**src/rtl/core/voice_slot_allocator_unit_defines.svh**
```systemverilog
// Assertion macros shared by the voice slot allocator RTL.
// No dependencies; define ASSERT_OFF to compile the checks out.
`ifndef VOICE_SLOT_ALLOCATOR_UNIT_DEFINES_SVH
`define VOICE_SLOT_ALLOCATOR_UNIT_DEFINES_SVH
`ifndef ASSERT_OFF
`define VSA_ASSERT(lbl, clk, rstn, prop, msg) \
    lbl: assert property (@(posedge clk) disable iff (!rstn) prop) else $error(msg);
`define VSA_ASSERT_NORST(lbl, clk, prop, msg) \
    lbl: assert property (@(posedge clk) prop) else $error(msg);
`else
`define VSA_ASSERT(lbl, clk, rstn, prop, msg)
`define VSA_ASSERT_NORST(lbl, clk, prop, msg)
`endif
`endif

```
**src/rtl/core/vsa_pkg.sv**
```systemverilog
// Types and constants for the voice slot allocator.
// No dependencies; used by every module of the block except vsa_ram.
`timescale 1ns / 1ps
package vsa_pkg;

    localparam int OP_W         = 3;
    localparam int PRIO_W       = 8;
    localparam int BUS_W        = 2;
    localparam int HANDLE_W     = 16;
    localparam int SLOT_FIELD_W = 3;
    localparam int QUOTA_W      = 4;
    localparam int MAX_QUOTA_REGS = 4;

    localparam logic [QUOTA_W-1:0] QUOTA_RESET = 4'd8;

    localparam logic [OP_W-1:0] OP_PLAY   = 3'd0;
    localparam logic [OP_W-1:0] OP_STOP   = 3'd1;
    localparam logic [OP_W-1:0] OP_PAUSE  = 3'd2;
    localparam logic [OP_W-1:0] OP_RESUME = 3'd3;
    localparam logic [OP_W-1:0] OP_RETIRE = 3'd4;
    localparam logic [OP_W-1:0] OP_CLEAR  = 3'd5;

    typedef struct packed {
        logic [OP_W-1:0]         operation;
        logic [PRIO_W-1:0]       req_priority;
        logic [BUS_W-1:0]        req_bus;
        logic [HANDLE_W-1:0]     target_handle;
        logic [SLOT_FIELD_W-1:0] target_slot;
    } req_t;

    typedef struct packed {
        logic                    granted;
        logic [SLOT_FIELD_W-1:0] granted_slot;
        logic [HANDLE_W-1:0]     new_handle;
        logic                    was_stolen;
    } rsp_t;

    typedef enum logic [1:0] {
        ST_IDLE,
        ST_SCAN,
        ST_LAST,
        ST_COMMIT
    } state_t;

    typedef struct packed {
        logic load;
        logic rd;
        logic commit;
    } cmd_t;

    typedef struct packed {
        logic need_scan;
        logic rd_last;
        logic out_free;
    } sts_t;

endpackage

```
**src/rtl/core/vsa_ram.sv**
```systemverilog
// Generic single-write, single-read RAM with registered read data.
// No dependencies.
`timescale 1ns / 1ps
module vsa_ram #(
    parameter int WIDTH = 8,
    parameter int DEPTH = 8
) (
    input  logic                     aclk,
    input  logic                     we,
    input  logic [$clog2(DEPTH)-1:0] waddr,
    input  logic [WIDTH-1:0]         wdata,
    input  logic                     re,
    input  logic [$clog2(DEPTH)-1:0] raddr,
    output logic [WIDTH-1:0]         rdata
);

    logic [WIDTH-1:0] mem [DEPTH];
    logic [WIDTH-1:0] rdata_reg;

    always_ff @(posedge aclk) begin
        if (we) begin
            mem[waddr] <= wdata;
        end
        if (re) begin
            rdata_reg <= mem[raddr];
        end
    end

    assign rdata = rdata_reg;

endmodule

```
**src/rtl/core/vsa_ctrl.sv**
```systemverilog
// Sequencer for the voice slot allocator: load, table scan, commit.
// Depends on vsa_pkg and voice_slot_allocator_unit_defines.svh.
`timescale 1ns / 1ps
`include "voice_slot_allocator_unit_defines.svh"
module vsa_ctrl (
    input  logic           aclk,
    input  logic           aresetn,
    input  logic           s_valid,
    output logic           s_ready,
    input  vsa_pkg::sts_t  sts,
    output vsa_pkg::cmd_t  cmd
);

    vsa_pkg::state_t state_reg;
    vsa_pkg::state_t state_next;

    always_ff @(posedge aclk) begin
        if (!aresetn) begin
            state_reg <= vsa_pkg::ST_IDLE;
        end else begin
            state_reg <= state_next;
        end
    end

    always_comb begin
        state_next = state_reg;
        case (state_reg)
            vsa_pkg::ST_IDLE: begin
                if (s_valid) begin
                    state_next = sts.need_scan ? vsa_pkg::ST_SCAN : vsa_pkg::ST_COMMIT;
                end
            end
            vsa_pkg::ST_SCAN: begin
                if (sts.rd_last) begin
                    state_next = vsa_pkg::ST_LAST;
                end
            end
            vsa_pkg::ST_LAST: begin
                state_next = vsa_pkg::ST_COMMIT;
            end
            vsa_pkg::ST_COMMIT: begin
                // hold until the output register can take the result
                if (sts.out_free) begin
                    state_next = vsa_pkg::ST_IDLE;
                end
            end
            default: begin
                state_next = vsa_pkg::ST_IDLE;
            end
        endcase
    end

    always_comb begin
        s_ready    = 1'b0;
        cmd.load   = 1'b0;
        cmd.rd     = 1'b0;
        cmd.commit = 1'b0;
        case (state_reg)
            vsa_pkg::ST_IDLE: begin
                s_ready  = 1'b1;
                cmd.load = s_valid;
            end
            vsa_pkg::ST_SCAN: begin
                cmd.rd = 1'b1;
            end
            vsa_pkg::ST_LAST: begin
                cmd.rd = 1'b0;
            end
            vsa_pkg::ST_COMMIT: begin
                cmd.commit = sts.out_free;
            end
            default: begin
                s_ready = 1'b0;
            end
        endcase
    end

    `VSA_ASSERT(a_scan_after_load, aclk, aresetn, ((state_reg == vsa_pkg::ST_IDLE) && s_valid && sts.need_scan) |=> (state_reg == vsa_pkg::ST_SCAN), "scanned request did not start a scan")
    `VSA_ASSERT(a_last_follows_read, aclk, aresetn, (state_reg == vsa_pkg::ST_LAST) |-> $past(cmd.rd), "final evaluation without a preceding read")
    `VSA_ASSERT(a_commit_holds, aclk, aresetn, ((state_reg == vsa_pkg::ST_COMMIT) && !sts.out_free) |=> (state_reg == vsa_pkg::ST_COMMIT), "commit left while output busy")

endmodule

```
**src/rtl/core/vsa_dpath.sv**
```systemverilog
// Datapath for the voice slot allocator: slot table, scan accumulators, commit.
// Depends on vsa_pkg, vsa_ram and voice_slot_allocator_unit_defines.svh.
`timescale 1ns / 1ps
`include "voice_slot_allocator_unit_defines.svh"
module vsa_dpath #(
    parameter int NUM_SLOTS = 8,
    parameter int NUM_BUSES = 4,
    parameter int NUM_QUOTA = 4
) (
    input  logic                                      aclk,
    input  logic                                      aresetn,
    input  vsa_pkg::req_t                             s_req,
    input  logic [NUM_QUOTA-1:0][vsa_pkg::QUOTA_W-1:0] quota,
    input  vsa_pkg::cmd_t                             cmd,
    output vsa_pkg::sts_t                             sts,
    output logic                                      m_valid,
    input  logic                                      m_ready,
    output vsa_pkg::rsp_t                             m_rsp
);

    localparam int SLOT_W   = $clog2(NUM_SLOTS);
    localparam int CNT_W    = $clog2(NUM_SLOTS + 1);
    localparam int GS_W     = vsa_pkg::SLOT_FIELD_W;
    localparam int HANDLE_W = vsa_pkg::HANDLE_W;
    localparam int PRIO_W   = vsa_pkg::PRIO_W;
    localparam int BUS_W    = vsa_pkg::BUS_W;
    localparam int WORD_W   = HANDLE_W + PRIO_W + BUS_W;

    // slot flags
    logic [NUM_SLOTS-1:0] active_reg, active_next;
    logic [NUM_SLOTS-1:0] paused_reg, paused_next;
    logic [NUM_SLOTS-1:0] hvalid_reg, hvalid_next;
    logic [HANDLE_W-1:0]  next_handle_reg, next_handle_next;

    // request and scan state
    vsa_pkg::req_t        req_reg, req_next;
    logic [SLOT_W-1:0]    idx_reg, idx_next;
    logic [SLOT_W-1:0]    eval_idx_reg, eval_idx_next;
    logic                 pend_reg, pend_next;
    logic [CNT_W-1:0]     cnt_reg, cnt_next;
    logic                 free_found_reg, free_found_next;
    logic [SLOT_W-1:0]    free_idx_reg, free_idx_next;
    logic                 steal_found_reg, steal_found_next;
    logic [SLOT_W-1:0]    steal_idx_reg, steal_idx_next;
    logic [PRIO_W-1:0]    low_reg, low_next;
    logic                 match_found_reg, match_found_next;
    logic [SLOT_W-1:0]    match_idx_reg, match_idx_next;

    // output register
    logic                 m_valid_reg, m_valid_next;
    vsa_pkg::rsp_t        rsp_reg, rsp_next;

    // table memory
    logic                 ram_we;
    logic [SLOT_W-1:0]    ram_waddr;
    logic [WORD_W-1:0]    ram_wdata;
    logic [WORD_W-1:0]    ram_rdata;
    logic [HANDLE_W-1:0]  rd_handle;
    logic [PRIO_W-1:0]    rd_prio;
    logic [BUS_W-1:0]     rd_bus;

    // commit decision
    logic [vsa_pkg::QUOTA_W-1:0] quota_sel;
    logic                 bus_ok;
    logic                 under_quota;
    logic                 take_free;
    logic                 take_steal;
    logic [SLOT_W-1:0]    play_slot;
    logic                 handle_hit;
    logic                 retire_ok;
    logic [SLOT_W-1:0]    retire_idx;
    logic [HANDLE_W-1:0]  handle_inc;

    vsa_ram #(
        .WIDTH (WORD_W),
        .DEPTH (NUM_SLOTS)
    ) u_table (
        .aclk  (aclk),
        .we    (ram_we),
        .waddr (ram_waddr),
        .wdata (ram_wdata),
        .re    (cmd.rd),
        .raddr (idx_reg),
        .rdata (ram_rdata)
    );

    assign rd_handle = ram_rdata[WORD_W-1 -: HANDLE_W];
    assign rd_prio   = ram_rdata[BUS_W +: PRIO_W];
    assign rd_bus    = ram_rdata[BUS_W-1:0];

    assign sts.need_scan = (s_req.operation inside {vsa_pkg::OP_PLAY, vsa_pkg::OP_STOP,
                                                     vsa_pkg::OP_PAUSE, vsa_pkg::OP_RESUME});
    assign sts.rd_last   = (idx_reg == SLOT_W'(NUM_SLOTS - 1));
    assign sts.out_free  = !m_valid_reg || m_ready;

    always_comb begin
        quota_sel = '0;
        for (int b = 0; b < NUM_QUOTA; b++) begin
            if (int'(req_reg.req_bus) == b) begin
                quota_sel = quota[b];
            end
        end
    end

    assign bus_ok      = int'(req_reg.req_bus) < NUM_BUSES;
    assign under_quota = int'(cnt_reg) < int'(quota_sel);
    assign take_free   = bus_ok && under_quota && free_found_reg;
    assign take_steal  = bus_ok && !take_free && steal_found_reg;
    assign play_slot   = take_free ? free_idx_reg : steal_idx_reg;
    assign handle_hit  = (req_reg.target_handle != '0) && match_found_reg;
    assign retire_ok   = int'(req_reg.target_slot) < NUM_SLOTS;
    assign retire_idx  = SLOT_W'(req_reg.target_slot);
    assign handle_inc  = next_handle_reg + HANDLE_W'(1);

    // scan: request latch and accumulators
    always_comb begin
        req_next         = req_reg;
        idx_next         = idx_reg;
        eval_idx_next    = eval_idx_reg;
        pend_next        = cmd.rd;
        cnt_next         = cnt_reg;
        free_found_next  = free_found_reg;
        free_idx_next    = free_idx_reg;
        steal_found_next = steal_found_reg;
        steal_idx_next   = steal_idx_reg;
        low_next         = low_reg;
        match_found_next = match_found_reg;
        match_idx_next   = match_idx_reg;
        if (cmd.load) begin
            req_next         = s_req;
            idx_next         = '0;
            cnt_next         = '0;
            free_found_next  = 1'b0;
            steal_found_next = 1'b0;
            match_found_next = 1'b0;
            low_next         = s_req.req_priority;
        end else begin
            if (cmd.rd) begin
                idx_next      = idx_reg + SLOT_W'(1);
                eval_idx_next = idx_reg;
            end
            // evaluate the entry read in the previous cycle
            if (pend_reg) begin
                if (active_reg[eval_idx_reg] && (rd_bus == req_reg.req_bus)) begin
                    cnt_next = cnt_reg + CNT_W'(1);
                    if (rd_prio < low_reg) begin
                        low_next         = rd_prio;
                        steal_idx_next   = eval_idx_reg;
                        steal_found_next = 1'b1;
                    end
                end
                if (!active_reg[eval_idx_reg] && !free_found_reg) begin
                    free_found_next = 1'b1;
                    free_idx_next   = eval_idx_reg;
                end
                if (hvalid_reg[eval_idx_reg] && !match_found_reg &&
                    (rd_handle == req_reg.target_handle)) begin
                    match_found_next = 1'b1;
                    match_idx_next   = eval_idx_reg;
                end
            end
        end
    end

    // commit: table update and result
    always_comb begin
        active_next      = active_reg;
        paused_next      = paused_reg;
        hvalid_next      = hvalid_reg;
        next_handle_next = next_handle_reg;
        ram_we           = 1'b0;
        ram_waddr        = play_slot;
        ram_wdata        = {next_handle_reg, req_reg.req_priority, req_reg.req_bus};
        rsp_next         = rsp_reg;
        m_valid_next     = m_valid_reg && !m_ready;
        if (cmd.commit) begin
            m_valid_next = 1'b1;
            rsp_next     = '0;
            case (req_reg.operation)
                vsa_pkg::OP_PLAY: begin
                    if (take_free || take_steal) begin
                        ram_we                 = 1'b1;
                        active_next[play_slot] = 1'b1;
                        paused_next[play_slot] = 1'b0;
                        hvalid_next[play_slot] = 1'b1;
                        // wrap and skip zero
                        next_handle_next  = (handle_inc == '0) ? HANDLE_W'(1) : handle_inc;
                        rsp_next.granted      = 1'b1;
                        rsp_next.granted_slot = GS_W'(play_slot);
                        rsp_next.new_handle   = next_handle_reg;
                        rsp_next.was_stolen   = take_steal;
                    end
                end
                vsa_pkg::OP_STOP: begin
                    if (handle_hit) begin
                        active_next[match_idx_reg] = 1'b0;
                        rsp_next.granted      = 1'b1;
                        rsp_next.granted_slot = GS_W'(match_idx_reg);
                    end
                end
                vsa_pkg::OP_PAUSE: begin
                    if (handle_hit) begin
                        paused_next[match_idx_reg] = 1'b1;
                        rsp_next.granted      = 1'b1;
                        rsp_next.granted_slot = GS_W'(match_idx_reg);
                    end
                end
                vsa_pkg::OP_RESUME: begin
                    if (handle_hit) begin
                        paused_next[match_idx_reg] = 1'b0;
                        rsp_next.granted      = 1'b1;
                        rsp_next.granted_slot = GS_W'(match_idx_reg);
                    end
                end
                vsa_pkg::OP_RETIRE: begin
                    if (retire_ok) begin
                        active_next[retire_idx] = 1'b0;
                        rsp_next.granted      = 1'b1;
                        rsp_next.granted_slot = GS_W'(retire_idx);
                    end
                end
                vsa_pkg::OP_CLEAR: begin
                    // drop every slot; cleared handles no longer match
                    active_next = '0;
                    paused_next = '0;
                    hvalid_next = '0;
                end
                default: begin
                    rsp_next = '0;
                end
            endcase
        end
    end

    always_ff @(posedge aclk) begin
        if (!aresetn) begin
            active_reg      <= '0;
            paused_reg      <= '0;
            hvalid_reg      <= '0;
            next_handle_reg <= HANDLE_W'(1);
            pend_reg        <= 1'b0;
            m_valid_reg     <= 1'b0;
        end else begin
            active_reg      <= active_next;
            paused_reg      <= paused_next;
            hvalid_reg      <= hvalid_next;
            next_handle_reg <= next_handle_next;
            pend_reg        <= pend_next;
            m_valid_reg     <= m_valid_next;
        end
    end

    always_ff @(posedge aclk) begin
        req_reg         <= req_next;
        idx_reg         <= idx_next;
        eval_idx_reg    <= eval_idx_next;
        cnt_reg         <= cnt_next;
        free_found_reg  <= free_found_next;
        free_idx_reg    <= free_idx_next;
        steal_found_reg <= steal_found_next;
        steal_idx_reg   <= steal_idx_next;
        low_reg         <= low_next;
        match_found_reg <= match_found_next;
        match_idx_reg   <= match_idx_next;
        rsp_reg         <= rsp_next;
    end

    assign m_valid = m_valid_reg;
    assign m_rsp   = rsp_reg;

    `VSA_ASSERT(a_handle_nonzero, aclk, aresetn, (next_handle_reg != '0), "handle counter reached zero")
    `VSA_ASSERT(a_valid_from_commit, aclk, aresetn, $rose(m_valid_reg) |-> $past(cmd.commit), "result raised without a commit")
    `VSA_ASSERT(a_fail_fields_zero, aclk, aresetn, (m_valid_reg && !rsp_reg.granted) |-> ((rsp_reg.granted_slot == '0) && (rsp_reg.new_handle == '0)), "failed request carries slot or handle")

endmodule

```
**src/rtl/core/voice_slot_allocator_unit.sv**
```systemverilog
// Voice slot allocator. Play, stop, pause and resume go from IDLE through SCAN and
// LAST to COMMIT; retire, clear and unused codes go from IDLE straight to COMMIT.
// A new request is taken only in IDLE, after the last one is committed. The scan reads one table
// entry per cycle through its single read port; a new request is taken while a result waits.
// Reset (aresetn, synchronous): quotas to 8, all slots free, handle counter 1;
// the table memory itself is not swept, entries are gated by per-slot flags.
`timescale 1ns / 1ps
module voice_slot_allocator_unit #(
    parameter int NUM_SLOTS = 8,
    parameter int NUM_BUSES = 4
) (
    input  logic          aclk,
    input  logic          aresetn,
    input  logic          s_valid,
    output logic          s_ready,
    input  vsa_pkg::req_t s_req,
    output logic          m_valid,
    input  logic          m_ready,
    output vsa_pkg::rsp_t m_rsp,
    input  logic          psel,
    input  logic          penable,
    input  logic          pwrite,
    input  logic [3:0]    paddr,
    input  logic [31:0]   pwdata,
    output logic [31:0]   prdata,
    output logic          pready
);

    localparam int NUM_QUOTA = (NUM_BUSES < vsa_pkg::MAX_QUOTA_REGS) ?
                               NUM_BUSES : vsa_pkg::MAX_QUOTA_REGS;
    localparam int QUOTA_W   = vsa_pkg::QUOTA_W;

    logic [NUM_QUOTA-1:0][QUOTA_W-1:0] quota_reg, quota_next;
    logic [1:0]    reg_idx;
    logic          cfg_wr;
    vsa_pkg::cmd_t cmd;
    vsa_pkg::sts_t sts;

    assign reg_idx = paddr[3:2];
    assign cfg_wr  = psel && penable && pwrite;
    assign pready  = 1'b1;

    always_comb begin
        quota_next = quota_reg;
        prdata     = '0;
        for (int q = 0; q < NUM_QUOTA; q++) begin
            if (int'(reg_idx) == q) begin
                prdata = 32'(quota_reg[q]);
                if (cfg_wr) begin
                    quota_next[q] = pwdata[QUOTA_W-1:0];
                end
            end
        end
    end

    always_ff @(posedge aclk) begin
        if (!aresetn) begin
            for (int q = 0; q < NUM_QUOTA; q++) begin
                quota_reg[q] <= vsa_pkg::QUOTA_RESET;
            end
        end else begin
            quota_reg <= quota_next;
        end
    end

    vsa_ctrl u_ctrl (
        .aclk    (aclk),
        .aresetn (aresetn),
        .s_valid (s_valid),
        .s_ready (s_ready),
        .sts     (sts),
        .cmd     (cmd)
    );

    vsa_dpath #(
        .NUM_SLOTS (NUM_SLOTS),
        .NUM_BUSES (NUM_BUSES),
        .NUM_QUOTA (NUM_QUOTA)
    ) u_dpath (
        .aclk    (aclk),
        .aresetn (aresetn),
        .s_req   (s_req),
        .quota   (quota_reg),
        .cmd     (cmd),
        .sts     (sts),
        .m_valid (m_valid),
        .m_ready (m_ready),
        .m_rsp   (m_rsp)
    );

endmodule

```
**config.mk**
```make
export PLATFORM = sky130hd
export DESIGN_NAME = voice_slot_allocator_unit
export DESIGN_NICKNAME = d
export VERILOG_FILES = /design/src/rtl/core/vsa_pkg.sv /design/src/rtl/core/vsa_ram.sv /design/src/rtl/core/vsa_ctrl.sv /design/src/rtl/core/vsa_dpath.sv /design/src/rtl/core/voice_slot_allocator_unit.sv
export VERILOG_INCLUDE_DIRS = /design/src /design/src/rtl/core
export SDC_FILE = /design/constraint.sdc
export NUM_CORES = 1
export LEC_CHECK = 0
export ABC_AREA = 1
export BUFFER_PORTS_ARGS = -buffer_cell sky130_fd_sc_hd__buf_4
export CAP_MARGIN = 25
export CELL_PAD_IN_SITES_DETAIL_PLACEMENT = 1
export CELL_PAD_IN_SITES_GLOBAL_PLACEMENT = 2
export CORE_MARGIN = 5
export CORE_UTILIZATION = 43
export CTS_CLUSTER_SIZE = 25
export DETAILED_ROUTE_END_ITERATION = 8
export PLACE_DENSITY = 0.91
export SYNTH_ARGS = -nofsm -noshare
export SYNTH_HDL_FRONTEND = slang
export SYNTH_SLANG_ARGS = --single-unit
```
**constraint.sdc**
```tcl
create_clock -name aclk -period 11.8 [get_ports aclk]
set_input_delay 1.18 -clock aclk [delete_from_list [all_inputs] [get_ports aclk]]
set_output_delay 1.18 -clock aclk [all_outputs]
set_load 0.02 [all_outputs]
```
==> impl_metrics.env <==
export IMPL_syn2layout_area_growth_pct=13.23
export IMPL_syn_cell_area_um2=15630
export IMPL_power_switching_w=0.001166
export IMPL_vias=10800
export IMPL_critPathMaxFanout=26
export IMPL_worstSetupEndpointType="flip-flop"
export IMPL_synth_area_leaders="edfxtp_1, dfxtp_1, nor2_1, o21ai_0, nand2_1"
export IMPL_nets=1608
export IMPL_peakVddDrop_v=0.0001175
export IMPL_worstHoldStart="u_dpath.hvalid_reg[6]"
export IMPL_synth_cells=1440
export IMPL_numCtsBuffers=39
export IMPL_fillCellCount=3872
export IMPL_required_ns=11.96
export IMPL_ctsLongestPathBuffers=3
export IMPL_drc=0
export IMPL_die_y_um=200.6
export IMPL_hold_viol_final=0
export IMPL_yosysMostFrequentCell="edfxtp_1"
export IMPL_ant_nets=0
export IMPL_num_antenna_cells=0
export IMPL_die_w_um=200.6
export IMPL_portBuffers=71
export IMPL_gp_congestion=0.8136
export IMPL_grt_pass1_wl_um=63430
export IMPL_postCtsSetupRepairBufs=0
export IMPL_finalSetupViolations=0
export IMPL_r2r_start="u_dpath.ram_wdata[0]"
export IMPL_intPower_w=0.002463
export IMPL_slew_viol_final=0
export IMPL_die_area_um2=40260
export IMPL_coreArea_um2=35740
export IMPL_rsz0062_at_grt="false"
export IMPL_finalCritPeriodShare_pct=33.56
export IMPL_cts_root_buf="clkbuf_16"
export IMPL_multi_input_area_um2=4431
export IMPL_synth_largest_area_cell="edfxtp_1"
export IMPL_slew_limit_headroom_pct=44.62
export IMPL_wl_per_cell_um=20.37
export IMPL_cts_sinks=369
export IMPL_cp_arrival_ns=4.12
export IMPL_min_path_type="flip-flop to flip-flop"
export IMPL_layout_drive_gt1_share_pct=11.85
export IMPL_status="finished, final reports clean"
export IMPL_pwr_share_comb_pct=22.7
export IMPL_dp_hpwl_um=25300
export IMPL_sw_frac_of_total_pct=32.13
export IMPL_synth_ff_type="edfxtp_1"
export IMPL_tritoncts="yes"
export IMPL_track_usage_pct=19.70
export IMPL_synth_edff_count=307
export IMPL_seq_area_um2=10460
export IMPL_synthArstFlopShare_pct=0
export IMPL_grt_pass1_vias=11419
export IMPL_drt_total_wl_um=40840
export IMPL_htreeDepth=2
export IMPL_power_share_clock_pct=31.0
export IMPL_worst_slew_pin_transition_ns=0.8307
export IMPL_worstSkewPairLatency_ns=0.53
export IMPL_largest_reg_flops=208
export IMPL_holdBufCountCts=0
export IMPL_max_freq_ghz=0.2526
export IMPL_firstDrtPassIters=5
export IMPL_grt_start_max_net_pins=71
export IMPL_synth_cell_type_count=51
export IMPL_setup_tns_ns=0
export IMPL_antenna_found_initial=0
export IMPL_power_w=0.003629
export IMPL_synth_seq_cells=369
export IMPL_clock_skew_ns=0.01281
export IMPL_power_leakage_nw=6.608
export IMPL_ys_seq_area_share_pct=66.93
export IMPL_yosys_top_cells_count="edfxtp_1, nor2_1, nand2_1"
export IMPL_powerDensity_nw_per_um2=205.0
export IMPL_drt_initial_drc_count=651
export IMPL_grt_overflow=0
export IMPL_syn_area_per_cell_um2=10.85
export IMPL_rows=69
export IMPL_crit_path_start="u_dpath.ram_wdata[0]"
export IMPL_yosys_warnings=0
export IMPL_period_needed_ns=3.960
export IMPL_max_cap_viol_count=0
export IMPL_ios=131
export IMPL_crit_type="flip-flop to flip-flop"
export IMPL_vias_per_cell=5.387
export IMPL_cts_resized_gates=0
export IMPL_seqPwrFrac_pct=46.2
export IMPL_synth_top_area_share_pct=58.99
export IMPL_start_kind="flip-flop"
export IMPL_start_util_pct=43.73
export IMPL_cts_reportedPaths_clkPinSlew_ns=0.06
## final timing paths
path | cells past startpoint | slack (ns) | endpoint
setup / recovery | 13 | 7.84 | u_dpath.u_table.mem[3][11]
hold / removal | 2 | 0.47 | u_dpath.hvalid_reg[6]
setup reg to reg | 13 | 7.84 | u_dpath.u_table.mem[3][11]
hold reg to reg | 2 | 0.47 | u_dpath.hvalid_reg[6]
## cell usage in the layout (no fill, tap or decap), types with 12 or more instances in the layout
master | Yosys | final
edfxtp_1 | 307 | 307
nor2_1 | 298 | 290
nand2_1 | 179 | 179
o21ai_0 | 143 | 143
inv_1 | 100 | 98
buf_4 | 30 | 87
dfxtp_1 | 62 | 60
clkbuf_16 | 0 | 39
nand3_1 | 37 | 37
o22ai_1 | 32 | 32
a21oi_1 | 29 | 29
conb_1 | 2 | 29
a31oi_1 | 28 | 28
nor4_1 | 19 | 19
ha_1 | 18 | 18
clkbuf_1 | 42 | 18
nor2_2 | 8 | 16
nand4_1 | 12 | 12
## cell families after synthesis
logic type	count (synthesis)	share of synthesized area, %
adders and majority gates	18	1.441
other	2	0.04805
DFF	369	66.93
xor gates and xnor gates	13	0.7285
buffers and inverters	189	5.500
AOI/OAI and AO/OA	272	10.02
and+or+nand+nor	577	15.34
## critical path: stages, from the launching register on
cell,delay [ns]
edfxtp_1,0.64
inv_2,0.17
nor2_1,0.08
nand2_1,0.09
o31ai_1,0.06
a21oi_1,0.17
a21boi_0,0.26
ha_1,0.31
a211oi_4,0.48
nand2_8,0.13
a21oi_4,0.24
nand2_4,0.27
nor2_2,0.20
buf_4,0.46
## power groups by stage
stage	Combinational (W)	Clock, W	Sequential (W)
global route	0.000915	0.00121	0.00169
CTS	0.000827	0.00115	0.00168
detailed placement	0.000812	0	0.00170
global placement	0.000774	0	0.00170
finish	0.000825	0.00113	0.00168
floorplan	0.000584	0	0.00165
## layer usage
layer  global-route usage (%)  up-vias  part of all wire (%)
li1                         -     5120                     -
met1                    24.60     5431                    42
met2                    36.19      195                    52
met3                    2.892       54                   3.9
met4                    4.671        0                   1.7
met5                        0        -                     0
## through the flow
step / hold WS [ns] / cells / instance area [µm²] / setup slack [ns] / util [%]
after floorplan: 0.4292 / 1467 / 15730 / 7.778 / -
after global placement: 0.4453 / 1934 / 16530 / 7.953 / 46.25
after detailed placement: 0.4567 / 1934 / 16530 / 7.832 / 46.25
after CTS: 0.4699 / 2004 / 17680 / 7.815 / 49.46
after global routing: 0.4920 / 2005 / 17700 / 7.656 / 49.51
final: 0.4671 / 2005 / 17700 / 7.841 / 49.51
## cell type report
| type | count | area share (%) |
|---|---|---|
| Sequential cell | 369 | 59.12 |
| Multi-Input combinational cell | 909 | 25.04 |
| Clock buffer | 57 | 5.896 |
| Timing Repair Buffer | 88 | 3.804 |
| Tap cell | 461 | 3.259 |
| Inverter | 108 | 2.312 |
| Clock inverter | 13 | 0.5727 |
Note: power is estimated with default switching activity, not from simulation.
